`src/colmap_pkg.sv`:
```
`timescale 1ns / 1ps
`default_nettype none

package colmap_pkg;

    localparam int VAL_W  = 32;          // Q16.16 value and limit width
    localparam int LEN_W  = 9;           // map_length register width
    localparam int Q_W    = LEN_W;       // quotient bits kept by the divider
    localparam int DIP_W  = 15;          // integer part of a non-negative value
    localparam int DIFF_W = VAL_W + 1;   // value - limit_low
    localparam int PROD_W = DIFF_W + LEN_W + 1;
    localparam int AD_W   = VAL_W;       // |limit_high - limit_low|
    localparam int D2_W   = AD_W + 1;    // 2 * |den|
    localparam int REM_W  = PROD_W;      // dividend 2|num| + |den|
    localparam int CH_W   = 8;
    localparam int RGB_W  = 3 * CH_W;
    localparam int EA_W   = 8;           // entry_index width
    localparam int CFG_AW = 2;

    localparam logic signed [VAL_W-1:0] LIMIT_LOW_RST  = 32'sd0;
    localparam logic signed [VAL_W-1:0] LIMIT_HIGH_RST = 32'sd65536;
    localparam logic [LEN_W-1:0]        MAP_LEN_RST    = 9'd64;

    typedef enum logic [CFG_AW-1:0] {
        CFG_SCALED = 2'd0,
        CFG_LOW    = 2'd1,
        CFG_HIGH   = 2'd2,
        CFG_LEN    = 2'd3
    } t_cfg_addr;

    typedef enum logic {
        REQ_MAP   = 1'b0,
        REQ_WRITE = 1'b1
    } t_req;

    // settled configuration as seen by the datapath
    typedef struct packed {
        logic                    scaled;
        logic signed [VAL_W-1:0] low;
        logic [LEN_W-1:0]        len;
        logic                    den_neg;
        logic                    den_zero;
        logic [AD_W-1:0]         ad;
    } t_cfg;

    // table write payload carried along the pipe
    typedef struct packed {
        logic             is_wr;
        logic [EA_W-1:0]  addr;
        logic [RGB_W-1:0] rgb;
    } t_wr;

    typedef struct packed {
        t_wr              wr;
        logic [REM_W-1:0] rem;
        logic [Q_W-1:0]   q;
        logic             zero;
        logic             ovf;
        logic             skip;
    } t_div_item;

    typedef struct packed {
        t_wr              wr;
        logic [LEN_W-1:0] idx;
    } t_lut_item;

endpackage

`default_nettype wire

```
`src/colmap_div.sv`:
```
`timescale 1ns / 1ps
`default_nettype none

module colmap_div import colmap_pkg::*; (
    input  logic             i_clk,
    input  logic             i_rst_n,
    input  logic [D2_W-1:0]  i_d2,
    input  logic [LEN_W-1:0] i_len,
    input  logic             i_valid,
    output logic             o_ready,
    input  t_div_item        i_item,
    output logic             o_valid,
    input  logic             i_ready,
    output t_lut_item        o_item
);

    // overflow check, then one quotient bit per stage, MSB first
    localparam int NSTG = Q_W + 1;

    logic [NSTG-1:0]  r_v;
    t_div_item        r_it [NSTG];
    t_div_item        n_it [NSTG];
    t_div_item        w_src [NSTG];
    logic [NSTG-1:0]  w_src_v;
    logic [REM_W-1:0] w_sh [NSTG];
    logic [NSTG:0]    w_rdy;
    logic             r_cv;
    t_lut_item        r_ci, n_ci;
    t_div_item        w_last;

    always_comb begin
        w_rdy[NSTG] = !r_cv || i_ready;
        for (int k = NSTG - 1; k >= 0; k--) begin
            w_rdy[k] = !r_v[k] || w_rdy[k+1];
        end
    end

    assign o_ready = w_rdy[0];
    assign o_valid = r_cv;
    assign o_item  = r_ci;

    always_comb begin
        w_src[0]   = i_item;
        w_src_v[0] = i_valid;
        for (int k = 1; k < NSTG; k++) begin
            w_src[k]   = r_it[k-1];
            w_src_v[k] = r_v[k-1];
        end

        w_sh[0] = REM_W'({i_d2, {Q_W{1'b0}}});
        n_it[0] = w_src[0];
        if (!w_src[0].skip && (w_src[0].rem >= w_sh[0])) begin
            n_it[0].ovf = 1'b1;
        end

        for (int k = 1; k < NSTG; k++) begin
            w_sh[k] = REM_W'(i_d2) << (Q_W - k);
            n_it[k] = w_src[k];
            if (!w_src[k].skip && !w_src[k].ovf && (w_src[k].rem >= w_sh[k])) begin
                n_it[k].rem = w_src[k].rem - w_sh[k];
                n_it[k].q   = w_src[k].q | (Q_W'(1) << (Q_W - k));
            end
        end
    end

    // clamp to 0..len-1
    always_comb begin
        w_last    = r_it[NSTG-1];
        n_ci.wr   = w_last.wr;
        if (w_last.zero) begin
            n_ci.idx = '0;
        end else if (w_last.ovf || (w_last.q >= i_len)) begin
            n_ci.idx = i_len - LEN_W'(1);
        end else begin
            n_ci.idx = w_last.q;
        end
    end

    always_ff @(posedge i_clk) begin
        if (!i_rst_n) begin
            r_v  <= '0;
            r_cv <= 1'b0;
        end else begin
            for (int k = 0; k < NSTG; k++) begin
                if (w_rdy[k]) r_v[k] <= w_src_v[k];
            end
            if (w_rdy[NSTG]) r_cv <= r_v[NSTG-1];
        end
    end

    always_ff @(posedge i_clk) begin
        for (int k = 0; k < NSTG; k++) begin
            if (w_rdy[k]) r_it[k] <= n_it[k];
        end
        if (w_rdy[NSTG]) r_ci <= n_ci;
    end

endmodule

`default_nettype wire

```
`config.mk`:
```
export PLATFORM = sky130hd
export DESIGN_NAME = colmap_div
export DESIGN_NICKNAME = d
export VERILOG_FILES = /design/src/colmap_pkg.sv /design/src/colmap_div.sv
export SDC_FILE = /design/constraint.sdc
export NUM_CORES = 2
export LEC_CHECK = 0
export ABC_AREA = 0
export CORE_ASPECT_RATIO = 0.9
export CORE_UTILIZATION = 50
export CTS_CLUSTER_SIZE = 25
export DETAILED_ROUTE_END_ITERATION = 7
export DONT_BUFFER_PORTS = 1
export SLEW_MARGIN = 30
export SYNTH_ARGS = -nofsm -noshare
export SYNTH_HDL_FRONTEND = slang
export SYNTH_SLANG_ARGS = --single-unit
```
`constraint.sdc`:
```
create_clock -name i_clk -period 11.02 [get_ports i_clk]
set_input_delay 0 -clock i_clk [delete_from_list [all_inputs] [get_ports i_clk]]
set_output_delay 0 -clock i_clk [all_outputs]
set_load 0.02 [all_outputs]
```
Yosys cells after proc, flatten, opt, wreduce, memory -nomap -nowiden
Memory sizes are Yosys's and may differ from the RTL's.
Cells that the tools add are included.

operators by class
  add/subtract/negate cells = 10
  magnitude comparators = 11
  mux-type cells = 31
  reduce and logical (&&, ||, !) cells = 61

operators with widths
  kind                                                            count
  52-bit two-way mux                                              9
  43-bit by 33-bit greater-or-equal comparator with 1-bit output  1
  43-bit by 34-bit greater-or-equal comparator with 1-bit output  1
  43-bit by 35-bit greater-or-equal comparator with 1-bit output  1
  43-bit by 36-bit greater-or-equal comparator with 1-bit output  1
  43-bit by 37-bit greater-or-equal comparator with 1-bit output  1
  43-bit by 38-bit greater-or-equal comparator with 1-bit output  1
  43-bit by 39-bit greater-or-equal comparator with 1-bit output  1
  43-bit by 40-bit greater-or-equal comparator with 1-bit output  1
  43-bit by 41-bit greater-or-equal comparator with 1-bit output  1
  43-bit by 42-bit greater-or-equal comparator with 1-bit output  1
  43-bit by 33-bit subtractor with 43-bit output                  1
  43-bit by 34-bit subtractor with 43-bit output                  1
  43-bit by 35-bit subtractor with 43-bit output                  1
  43-bit by 36-bit subtractor with 43-bit output                  1
  43-bit by 37-bit subtractor with 43-bit output                  1
  43-bit by 38-bit subtractor with 43-bit output                  1
  43-bit by 39-bit subtractor with 43-bit output                  1
  43-bit by 40-bit subtractor with 43-bit output                  1
  43-bit by 41-bit subtractor with 43-bit output                  1
  1-bit zero test                                                 30
  1-bit two-way mux                                               21
  1-bit logical AND                                               19
  1-bit logical OR                                                12
  3 further kinds                                                 3

storage, ports and cells
  register bits = 53
  bits in writable memories = 880
  input bits = 134
  output and inout bits = 44
  word-level logic and storage cells = 129
  memories = 1

memory list
  name  words  bits a word  read ports  clocked after Yosys merged registers in  write ports  RTL line          source
  r_it  10     88           10          0                                        10           colmap_div.sv:21  t_div_item r_it [NSTG];

Depth between registers and ports, before layout
  depth after elaboration = 14
  mapped depth = 16
  mapped depth without buffers = 14

Worst setup path before layout
Ideal clock, no wire load.

  path kind = register -> register
  from = reg r_cv, in the netlist o_valid
  to = mem r_it[0][0] (netlist name) (enable)
  library setup time = 456 ps
  arrival time = 4,252 ps
  required time = 10,564 ps
  slack = 6,312 ps
  stages on the path, launching flop included = 8
  buffers on the path = 0
  period minus slack after synthesis = 4,708 ps
  path through = dfxtp_1 > nor2b_1 > inv_1 > nor2_1 > and2_1 > and3_1 > and3_1 > nand2_1

RTL lines
  element                   RTL line          source
  start: declaration        colmap_div.sv:27  logic r_cv;
  start signal: assignment  colmap_div.sv:87  if (w_rdy[NSTG]) r_cv <= r_v[NSTG-1];
  end: declaration          colmap_div.sv:21

==> reports/metrics.yaml <==
outcome: "complete, no violations"
drv_slew: 0
required_ns: 11.42
yosys_warnings: 0
p_sw_frac: 0.314
core_area_sq_um: 91300
hpwl_um: 77800
hp-class: "in2reg"
avgSynthCellArea_sq_um: 12.5
die_area_sq_um: 93600
cts_max_path_buffers: 3
timing.slew.headroom: 0.296
cts_buffers: 94
synth_edf_count: 878
synth_common_cells: "edfxtp_1, ha_1, a21oi_1"
synth_top_area_frac: 0.571
finalSetupTns_ns: 0
area_growth_pct: 14.5
drc: 0
initial_utilization: 0.506
grt_max_degree: 77
p_int_w: 0.00760
num_rows: 105
seqPwrFrac: 0.418
peakVddDrop_v: 0.000138
synthFlopType: "edfxtp_1"
gr-usage-met2: 0.365
async_reset_ff_frac: 0
finalHoldViolCount: 0
fillCellCount: 7193
grt_pass1_wl_um: 166000
antenna_found_initial: 2
routed_wl_um: 107000
die_h_um: 290
ys_seq_elements: 889
max-cap-violations: 0
ys_types: 91
tritoncts: "yes"
multi_input_area_sq_um: 18800
period_minus_slack_ns: 4.29
track_usage: 0.227
clk_pin_slew_worst_paths_ns: 0.06
seqCellArea_sq_um: 26600
vias: 30255
busiest_layer: "met2"
dieWidth_um: 322
tightest_slew_ns: 1.05
cts_setup_buffers: 0
root_buffer: "clkbuf_16"
seq_area_frac_synth: 0.576
syn-cell-area_sq_um: 46200
dr.pass1.iters: 6
final_antenna_net_count: 0
nets: 4433
cts-htree-levels: 3
wl_per_cell_um: 20.2
io_buffers: 0
finalSetupViolCount: 0
clk_latency_ns: 0.66
cts_sinks: 889
power_density_nw_per_um2: 210
grt_pass1_vias: 30363
grt_overflow_total: 0
worstPathArrival_ns: 4.69
drtIter0Drc: 1893
fmax_ghz: 0.233
skew_ns: 0.0413
leakagePower_nw: 21.1
start_kind: "flop"
power_w: 0.0111
crit_fanout: 4
layout-drive-gt1-share: 0.0864
min_period_over_period: 0.389
crit_type: "reg2reg"
syn-num-nets: 4189
rsz0062_at_grt: "false"
io_pins: 178
cp-end-kind: "flop"
vias_per_cell: 5.75
synth_largest_area_cell: "edfxtp_1"
synth_most_common_cell: "edfxtp_1"
p_clk_frac: 0.290
p_comb_frac: 0.292
gp_congestion: 0.967
grtUsageMet1: 0.310
p_sw_w: 0.00348
synthTopCellsByArea: "edfxtp_1, ha_1, xnor2_1"
met3_usage: 0.0322
synthCells: 3707
cell type report:
type | count | area share
tap | 1230 | 0.0291
sequential | 889 | 0.503
multi-input combinational | 2609 | 0.356
inverter | 128 | 0.00921
clock buffer | 105 | 0.0457
antenna | 3 | 0.000142
clock inverter | 70 | 0.0145
timing repair buffer | 229 | 0.0421
repair_timing:
item                                    CTS  global route
resized for setup                         0             0
endpoints found under the setup margin    0             0
hold endpoints to repair                129             0
hold buffers                            195             0
final timing paths:
kind               startpoint           to  slack (ns)  cells after the start
setup reg to reg  r_it[0][20]  r_it[1][52]        6.73                     13
hold reg to reg   r_it[4][84]  r_it[5][84]        0.41                      0
setup / recovery  r_it[0][20]  r_it[1][52]        6.73                     13
hold / removal       i_len[3]    o_item[8]        0.07                      6
cell families (layout without fill, tap and decap cells):
group	count (synthesis)	after routing	share of synthesized area
simple gates	870	870	0.0927
fa+ha+maj	348	348	0.0956
mux	122	122	0.0293
buf+inv	209	532	0.0185
flops	889	889	0.576
compound gates	985	985	0.134
xor+xnor	284	284	0.0539
other cells	0	3	0
state kept, by name, indices dropped and copies added (netlist names):
| register | count |
|---|---|
| r_it | 836 |
| r_v | 10 |
| o_valid | 1 |
| o_item | 42 |
cell usage in the layout, fill, tap and decap left out, drive strengths merged, types with 67 or more instances in the layout:
master and instances:
a21oi 290, xnor2 176, nand3 67, inv 126, nand2 272, dlygate4sd3 195, o21ai 252, nor2 182
mux2 107, a21o 175, edfxtp 878, clkbuf 105, ha 340, xor2 108
through the flow:
step                      instance area (sq um)  hold slack, ns  worst slack (ns)  std cells   util
after floorplan                           46200          0.0989              6.31       3707      -
after global placement                    47700          0.0989              6.89       4889  0.522
after detailed placement                  47700          0.0989              6.83       4890  0.523
after CTS                                 52800         0.00819              6.82       5260  0.579
after global routing                      52900          0.0507              6.52       5260  0.579
final                                     52900          0.0724              6.73       5263  0.579
per-layer routing:
| metal | vias to the layer above | share of wire |
|---|---|---|
| met4 | 0 | 0.040 |
| met5 | - | 0 |
| met2 | 1039 | 0.45 |
| met1 | 14369 | 0.45 |
| li1 | 14638 | - |
| met3 | 209 | 0.055 |
power groups by stage:
stage | registers (W) | clock network (W) | logic (W)
final | 0.00464 | 0.00322 | 0.00323
after global routing | 0.00469 | 0.00343 | 0.00359
after CTS | 0.00463 | 0.00330 | 0.00319
after detailed placement | 0.00470 | 0 | 0.00312
after global placement | 0.00469 | 0 | 0.00306
after floorplan | 0.00456 | 0 | 0.00249
worst max-delay path: stages, from the launching register on:
cell	delay [ns]
edfxtp_1	0.34
inv_1	0.06
ha_1	0.23
fa_1	0.42
nor2b_1	0.12
o21a_1	0.13
o21ai_0	0.16
a2111oi_1	0.95
o21ai_0	0.24
a31oi_1	0.51
a221oi_1	0.21
o21ai_1	0.26
xnor2_1	0.09
mux2_1	0.31
Note: power is estimated with default switching activity, not from simulation.
