===== src/colmap_pkg.sv =====
`timescale 1ns / 1ps
`default_nettype none

package colmap_pkg;

    localparam int VAL_W  = 32;          // Q16.16 value and limit width
    localparam int LEN_W  = 9;           // map_length register width
    localparam int Q_W    = LEN_W;       // quotient bits kept by the divider
    localparam int DIP_W  = 15;          // integer part of a non-negative value
    localparam int DIFF_W = VAL_W + 1;   // value - limit_low
    localparam int PROD_W = DIFF_W + LEN_W + 1;
    localparam int AD_W   = VAL_W;       // |limit_high - limit_low|
    localparam int D2_W   = AD_W + 1;    // 2 * |den|
    localparam int REM_W  = PROD_W;      // dividend 2|num| + |den|
    localparam int CH_W   = 8;
    localparam int RGB_W  = 3 * CH_W;
    localparam int EA_W   = 8;           // entry_index width
    localparam int CFG_AW = 2;

    localparam logic signed [VAL_W-1:0] LIMIT_LOW_RST  = 32'sd0;
    localparam logic signed [VAL_W-1:0] LIMIT_HIGH_RST = 32'sd65536;
    localparam logic [LEN_W-1:0]        MAP_LEN_RST    = 9'd64;

    typedef enum logic [CFG_AW-1:0] {
        CFG_SCALED = 2'd0,
        CFG_LOW    = 2'd1,
        CFG_HIGH   = 2'd2,
        CFG_LEN    = 2'd3
    } t_cfg_addr;

    typedef enum logic {
        REQ_MAP   = 1'b0,
        REQ_WRITE = 1'b1
    } t_req;

    // settled configuration as seen by the datapath
    typedef struct packed {
        logic                    scaled;
        logic signed [VAL_W-1:0] low;
        logic [LEN_W-1:0]        len;
        logic                    den_neg;
        logic                    den_zero;
        logic [AD_W-1:0]         ad;
    } t_cfg;

    // table write payload carried along the pipe
    typedef struct packed {
        logic             is_wr;
        logic [EA_W-1:0]  addr;
        logic [RGB_W-1:0] rgb;
    } t_wr;

    typedef struct packed {
        t_wr              wr;
        logic [REM_W-1:0] rem;
        logic [Q_W-1:0]   q;
        logic             zero;
        logic             ovf;
        logic             skip;
    } t_div_item;

    typedef struct packed {
        t_wr              wr;
        logic [LEN_W-1:0] idx;
    } t_lut_item;

endpackage

`default_nettype wire


===== src/colmap_front.sv =====
`timescale 1ns / 1ps
`default_nettype none

module colmap_front import colmap_pkg::*; (
    input  logic                    i_clk,
    input  logic                    i_rst_n,
    input  t_cfg                    i_cfg,
    input  logic                    i_valid,
    output logic                    o_ready,
    input  logic                    i_req_type,
    input  logic signed [VAL_W-1:0] i_pixel_value,
    input  logic [EA_W-1:0]         i_entry_index,
    input  logic [CH_W-1:0]         i_entry_red,
    input  logic [CH_W-1:0]         i_entry_green,
    input  logic [CH_W-1:0]         i_entry_blue,
    output logic                    o_valid,
    input  logic                    i_ready,
    output t_div_item               o_item
);

    typedef struct packed {
        t_wr                      wr;
        logic                     scaled;
        logic                     dneg;
        logic [DIP_W-1:0]         dip;
        logic signed [DIFF_W-1:0] diff;
    } t_s1;

    typedef struct packed {
        t_wr                      wr;
        logic                     scaled;
        logic                     dneg;
        logic [DIP_W-1:0]         dip;
        logic signed [PROD_W-1:0] prod;
    } t_s2;

    logic      r_v1, r_v2, r_v3;
    t_s1       r_s1, n_s1;
    t_s2       r_s2, n_s2;
    t_div_item r_s3, n_s3;
    logic      w_rdy1, w_rdy2, w_rdy3;
    logic signed [PROD_W:0] w_n;

    assign w_rdy3  = !r_v3 || i_ready;
    assign w_rdy2  = !r_v2 || w_rdy3;
    assign w_rdy1  = !r_v1 || w_rdy2;
    assign o_ready = w_rdy1;
    assign o_valid = r_v3;
    assign o_item  = r_s3;

    // stage 1: offset from the lower limit, integer part for direct mode
    always_comb begin
        n_s1.wr.is_wr = (i_req_type == REQ_WRITE);
        n_s1.wr.addr  = i_entry_index;
        n_s1.wr.rgb   = {i_entry_red, i_entry_green, i_entry_blue};
        n_s1.scaled   = i_cfg.scaled;
        n_s1.dneg     = i_pixel_value[VAL_W-1];
        n_s1.dip      = i_pixel_value[VAL_W-2:VAL_W-1-DIP_W];
        n_s1.diff     = $signed({i_pixel_value[VAL_W-1], i_pixel_value})
                      - $signed({i_cfg.low[VAL_W-1], i_cfg.low});
    end

    // stage 2: scale by the table length
    always_comb begin
        n_s2.wr     = r_s1.wr;
        n_s2.scaled = r_s1.scaled;
        n_s2.dneg   = r_s1.dneg;
        n_s2.dip    = r_s1.dip;
        n_s2.prod   = $signed(r_s1.diff) * $signed({1'b0, i_cfg.len});
    end

    // stage 3: dividend 2|num| + |den| (scaled) or integer part as quotient (direct)
    always_comb begin
        if (r_s2.prod[PROD_W-1]) begin
            w_n = $signed({{(PROD_W+1-AD_W){1'b0}}, i_cfg.ad})
                - $signed({r_s2.prod, 1'b0});
        end else begin
            w_n = $signed({{(PROD_W+1-AD_W){1'b0}}, i_cfg.ad})
                + $signed({r_s2.prod, 1'b0});
        end
        n_s3.wr = r_s2.wr;
        if (!r_s2.scaled) begin
            n_s3.rem  = '0;
            n_s3.q    = r_s2.dip[Q_W-1:0];
            n_s3.ovf  = |r_s2.dip[DIP_W-1:Q_W];
            n_s3.zero = r_s2.dneg;
            n_s3.skip = 1'b1;
        end else begin
            n_s3.rem  = w_n[REM_W-1:0];
            n_s3.q    = '0;
            n_s3.ovf  = 1'b0;
            // opposite signs give a non-positive index
            n_s3.zero = i_cfg.den_zero || (r_s2.prod[PROD_W-1] != i_cfg.den_neg);
            n_s3.skip = n_s3.zero;
        end
    end

    always_ff @(posedge i_clk) begin
        if (!i_rst_n) begin
            r_v1 <= 1'b0;
            r_v2 <= 1'b0;
            r_v3 <= 1'b0;
        end else begin
            if (w_rdy1) r_v1 <= i_valid;
            if (w_rdy2) r_v2 <= r_v1;
            if (w_rdy3) r_v3 <= r_v2;
        end
    end

    always_ff @(posedge i_clk) begin
        if (w_rdy1) r_s1 <= n_s1;
        if (w_rdy2) r_s2 <= n_s2;
        if (w_rdy3) r_s3 <= n_s3;
    end

endmodule

`default_nettype wire


===== config.mk =====
export PLATFORM = sky130hd
export DESIGN_NAME = colmap_front
export DESIGN_NICKNAME = d
export VERILOG_FILES = /design/src/colmap_pkg.sv /design/src/colmap_front.sv
export SDC_FILE = /design/constraint.sdc
export NUM_CORES = 1
export LEC_CHECK = 0
export BUFFER_PORTS_ARGS = -buffer_cell sky130_fd_sc_hd__buf_2
export CELL_PAD_IN_SITES_DETAIL_PLACEMENT = 0
export CELL_PAD_IN_SITES_GLOBAL_PLACEMENT = 1
export CORE_MARGIN = 4
export CORE_UTILIZATION = 48
export DETAILED_ROUTE_END_ITERATION = 7
export GPL_TIMING_DRIVEN = 0
export PLACE_DENSITY_LB_ADDON = 0.1
export SLEW_MARGIN = 20
export SYNTH_ARGS = -nofsm -noshare
export SYNTH_HDL_FRONTEND = slang
export SYNTH_SLANG_ARGS = --single-unit

===== constraint.sdc =====
create_clock -name i_clk -period 7.2 [get_ports i_clk]
set_input_delay 0 -clock i_clk [delete_from_list [all_inputs] [get_ports i_clk]]
set_output_delay 0 -clock i_clk [all_outputs]
set_load 0.02 [all_outputs]

# Yosys cells after proc, flatten, opt, wreduce, memory -nomap -nowiden
# Cells that the tools add are included.
# Widths: inputs -> output; s select.
[word_totals]
regBits = 267
input_bits = 145
output_inout_bits = 90
word_cells = 40
[op_classes]
addsub = 3
mul = 1
n_eq_ne = 1
muxes = 2
n_reduce_logical = 8
[ops]
columns = ["cell", "count"]
rows = [
  ["$add 33x43->43", 1],
  ["$mul 33x10->43", 1],
  ["$mux 43", 1],
  ["$sub 33x43->43", 1],
  ["$sub 32x32->33", 1],
  ["$reduce_or 6->1", 1],
  ["$logic_or 1x1->1", 4],
  ["$logic_not 1->1", 3],
  ["$mux 3", 1],
  ["$ne 1x1->1", 1],
]

# Logic depth before layout (Yosys ltp)
[logic_depth]
depth_word = 4
mapped_depth = 22
depth_no_buf = 21

# Worst setup path before layout
# No wires, ideal clock.
[synth_path]
kind = "register to register"
startpoint = "register r_s1[10] (netlist bit)"
endpoint = "register r_s2[40] (netlist bit), data pin"
setup_ps = 258
arrival_time_ps = 5677
t_required_ps = 6942
path_slack_ps = 1265
stages_incl_launch_ff = 20
n_path_buf = 1
period_less_slack_ps = 5935
path_cell_list = "edfxtp_1 -> and2_1 -> fa_1 -> fa_1 -> fa_1 -> fa_1 -> inv_1 -> fa_1 -> inv_1 -> ha_1 -> clkbuf_1 -> and3_1 -> a221o_1 -> a311o_1 -> nor3_1 -> a21oi_1 -> a311oi_2 -> o211ai_1 -> a21oi_1 -> xnor2_1"
[synth_lines]
columns = ["item", "line", "source"]
rows = [
  ["start: declaration", "colmap_front.sv:38", "t_s1 r_s1, n_s1;"],
  ["start signal: assignment", "colmap_front.sv:111", "if (w_rdy1) r_s1 <= n_s1;"],
  ["end signal: assignment", "colmap_front.sv:112", "if (w_rdy2) r_s2 <= n_s2;"],
  ["end: declaration", "colmap_front.sv:39", "t_s2 r_s2, n_s2;"],
]

==> out/metrics.cfg <==
[timing]
grt_setup_unrepaired = no
tightestPinTransition_ns = 0.908
hold_viol = 0
setup-tns-final_ns = 0
period_share = 0.905
finalSetupViolCount = 0
max_freq_mhz = 153
relSlewSlack = 0.379
fin_crit_ns = 6.52
finClkSkew_ns = 0.00839
slew_viol_final = 0

[final_layout]
areaGrowthSynthToFinish_pct = 19.1
layout-drive-gt1-share = 0.127
design_area_mm2 = 0.0272
nFillCells = 4064
nets = 3057

[place]
hpwlAfterDp_mm = 42.6
gp_congestion = 0.892
post_dp_cell_area_mm2 = 0.0248
port_buffers = 234

[worst_setup_path]
slowest_delay_ns = 0.58
path_buf_inv = 3
cpMaxStageDelayCell = fa_1
crit_path_cell_trace = and2_1 > fa_1 > fa_1 > fa_1 > fa_1 > inv_1 > fa_1 > inv_1 > ha_1 > clkbuf_1 > and3_1 > a221o_1 > a311o_1 > nor3_1 > a21oi_1 > a311oi_2 > o211ai_1 > a21oi_1 > xnor2_1
cp_data_required_time_ns = 7.52
arrival_ns = 6.84
cp-end-kind = register
worstPathMaxFanout = 9
critPathKind = reg -> reg
start_kind = register
path_delay_family = adder cells
critPathMostFrequentCell = fa_1

[drt]
wirelength_met1_mm = 23.9
drc = 0
wl_met2_mm = 25.3
ant_nets = 0
dr.pass1.iters = 5
wirelength_mm = 53.1
num_vias = 15900
avgRoutedWirePerCell_um = 16.9
highest_layer = met4
dr_wl_met3_mm = 2.33
routed_via_density = 5.04
drt_iter0_markers = 754

[clock_network]
cts_root_buffer = clkbuf_16
cts_setup_buffers = 0
cts_tree = yes
tritoncts.num_buffers = 31
cts.sinks = 267
clockBufferDepth = 3
clk_pin_slew_ns = 0.06
clock_latency_ns = 0.58
cts-resized-gates = 0
cts_max_level = 1

[logic_synthesis]
synth_top_family_by_area = adder cells
synthAdderAreaFrac = 0.298
synth_edf_count = 264
synth-compound-area-share = 0.0930
synth_xor_area_frac = 0.0545
netlist_area_mm2 = 0.0228
synth.avg_cell_area_um2 = 10.7
ys.flop_type = edfxtp_1
yosys.area_share.simple = 0.139
yosysUniqueCellTypes = 75
synth_largest_area_cell = edfxtp_1
yosys-top-cells-area = edfxtp_1, fa_1, ha_1, inv_1, and2_1
async_reset_ff_frac = 0
ys.warnings.count = 0
yosysMostFrequentCell = inv_1
yosys-top-cells-count = inv_1, edfxtp_1, fa_1
ys_ff_latch = 267
yosysTopAreaCellShare = 0.348
ys_seq_area_frac = 0.350
postSynthCellCount = 2123
synth_nets = 2666
synth_mux_area_frac = 0.00269

[floorplan]
fp.coreArea_mm2 = 0.0468
die_height_um = 226
fp.dieArea_mm2 = 0.0511
io-pin-count = 235
placementRows = 79
start_util = 0.488
die_w_um = 226

[global_route]
grt_first_pass_wirelength_mm = 86.1
overflow = 0
grt_pass1_vias = 16800
grt_max_degree = 58
grt_usage = 0.209
antenna_found_initial = 1

[job]
maxCapViolCount = 0

[worst_hold_path]
hold_path.class = in -> reg

[run_status]
outcome = complete, no violations

-- flip-flops by register name, summed over array words and instances (netlist names) --
register	flops
n_s2	50
n_s3	33
o_item	88
o_valid	1
r_s1	33
r_s2	60
r_v1	1
r_v2	1
-- timing repair --
action                                  4_1_cts  5_1_grt
endpoints found under the setup margin        0        0
hold endpoints to repair                    107        0
hold buffers                                121        0
-- logic make-up after synthesis --
logic type,after synthesis
simple gates,615
compound gates,325
mux,6
buf+inv,371
fa+ha+maj,398
xor+xnor,141
flops,267
-- per-stage QoR --
stage / instances / worst slack (ns) / hold WS [ns] / util
CTS: 3145 / 0.622 / 0.00350 / 0.581
floorplan: 2123 / 1.27 / 0.0989 / -
global placement: 2964 / 0.559 / 0.178 / 0.529
detailed placement: 2967 / 0.531 / 0.179 / 0.531
finish: 3146 / 0.684 / 0.0391 / 0.581
global route: 3145 / 0.266 / 0.0501 / 0.581
-- routing by layer --
layer | up-vias | global-route usage
li1 | 7872 | -
met3 | 85 | 0.0292
met2 | 358 | 0.351
met1 | 7537 | 0.287
met4 | 0 | 0.0618
met5 | - | 0
-- placed cells by master, fill, tap and decap left out, drive strengths merged, types with 11 or more instances in the layout --
cell type,count
clkinv,13
edfxtp,264
ha,155
a211oi,13
nor2b,21
nand2,186
nand3,18
o211ai,11
and2,175
a21oi,104
a31oi,17
dlygate4sd3,121
o21a,17
buf,241
and3,19
o21bai,12
xnor2,97
inv,316
clkbuf,86
o21ai,51
xor2,44
nor3,28
a21o,44
nor2,101
nand2b,18
fa,243
-- worst reg2reg max path: cells and delay by family (launching register included) --
family	cells	cell delay, ns
DFF	1	0.54
buffers and inverters	3	0.26
adders and majority gates	6	2.92
and+or+nand+nor	3	0.68
AOI/OAI and AO/OA	6	1.76
xor gates and xnor gates	1	0.08
-- final cells by class --
type                       count  area, µm²  area share
antenna                        1       2.50   0.0000922
buffer                        56        230     0.00848
clock buffer                  34        787      0.0290
clock inverter                23        320      0.0118
inverter                     315       1180      0.0436
multi-input combinational   1485      13400       0.494
sequential                   267       7990       0.294
tap                          607        759      0.0280
timing repair buffer         358       2460      0.0905
-- path summary, 6_finish.rpt --
path                            startpoint         end  slack [ns]  cells past startpoint
worst max-delay path              r_s1[10]    r_s2[40]        0.68                     19
worst min-delay path             i_cfg[64]    r_s1[21]        0.04                      4
worst max register to register    r_s1[10]    r_s2[40]        0.68                     19
worst min register to register    n_s3[64]  o_item[64]        0.42                      0
Power is left out: the tool's default activity adds up to more than one toggle a clock period on the data nets, which glitch-free logic cannot reach.
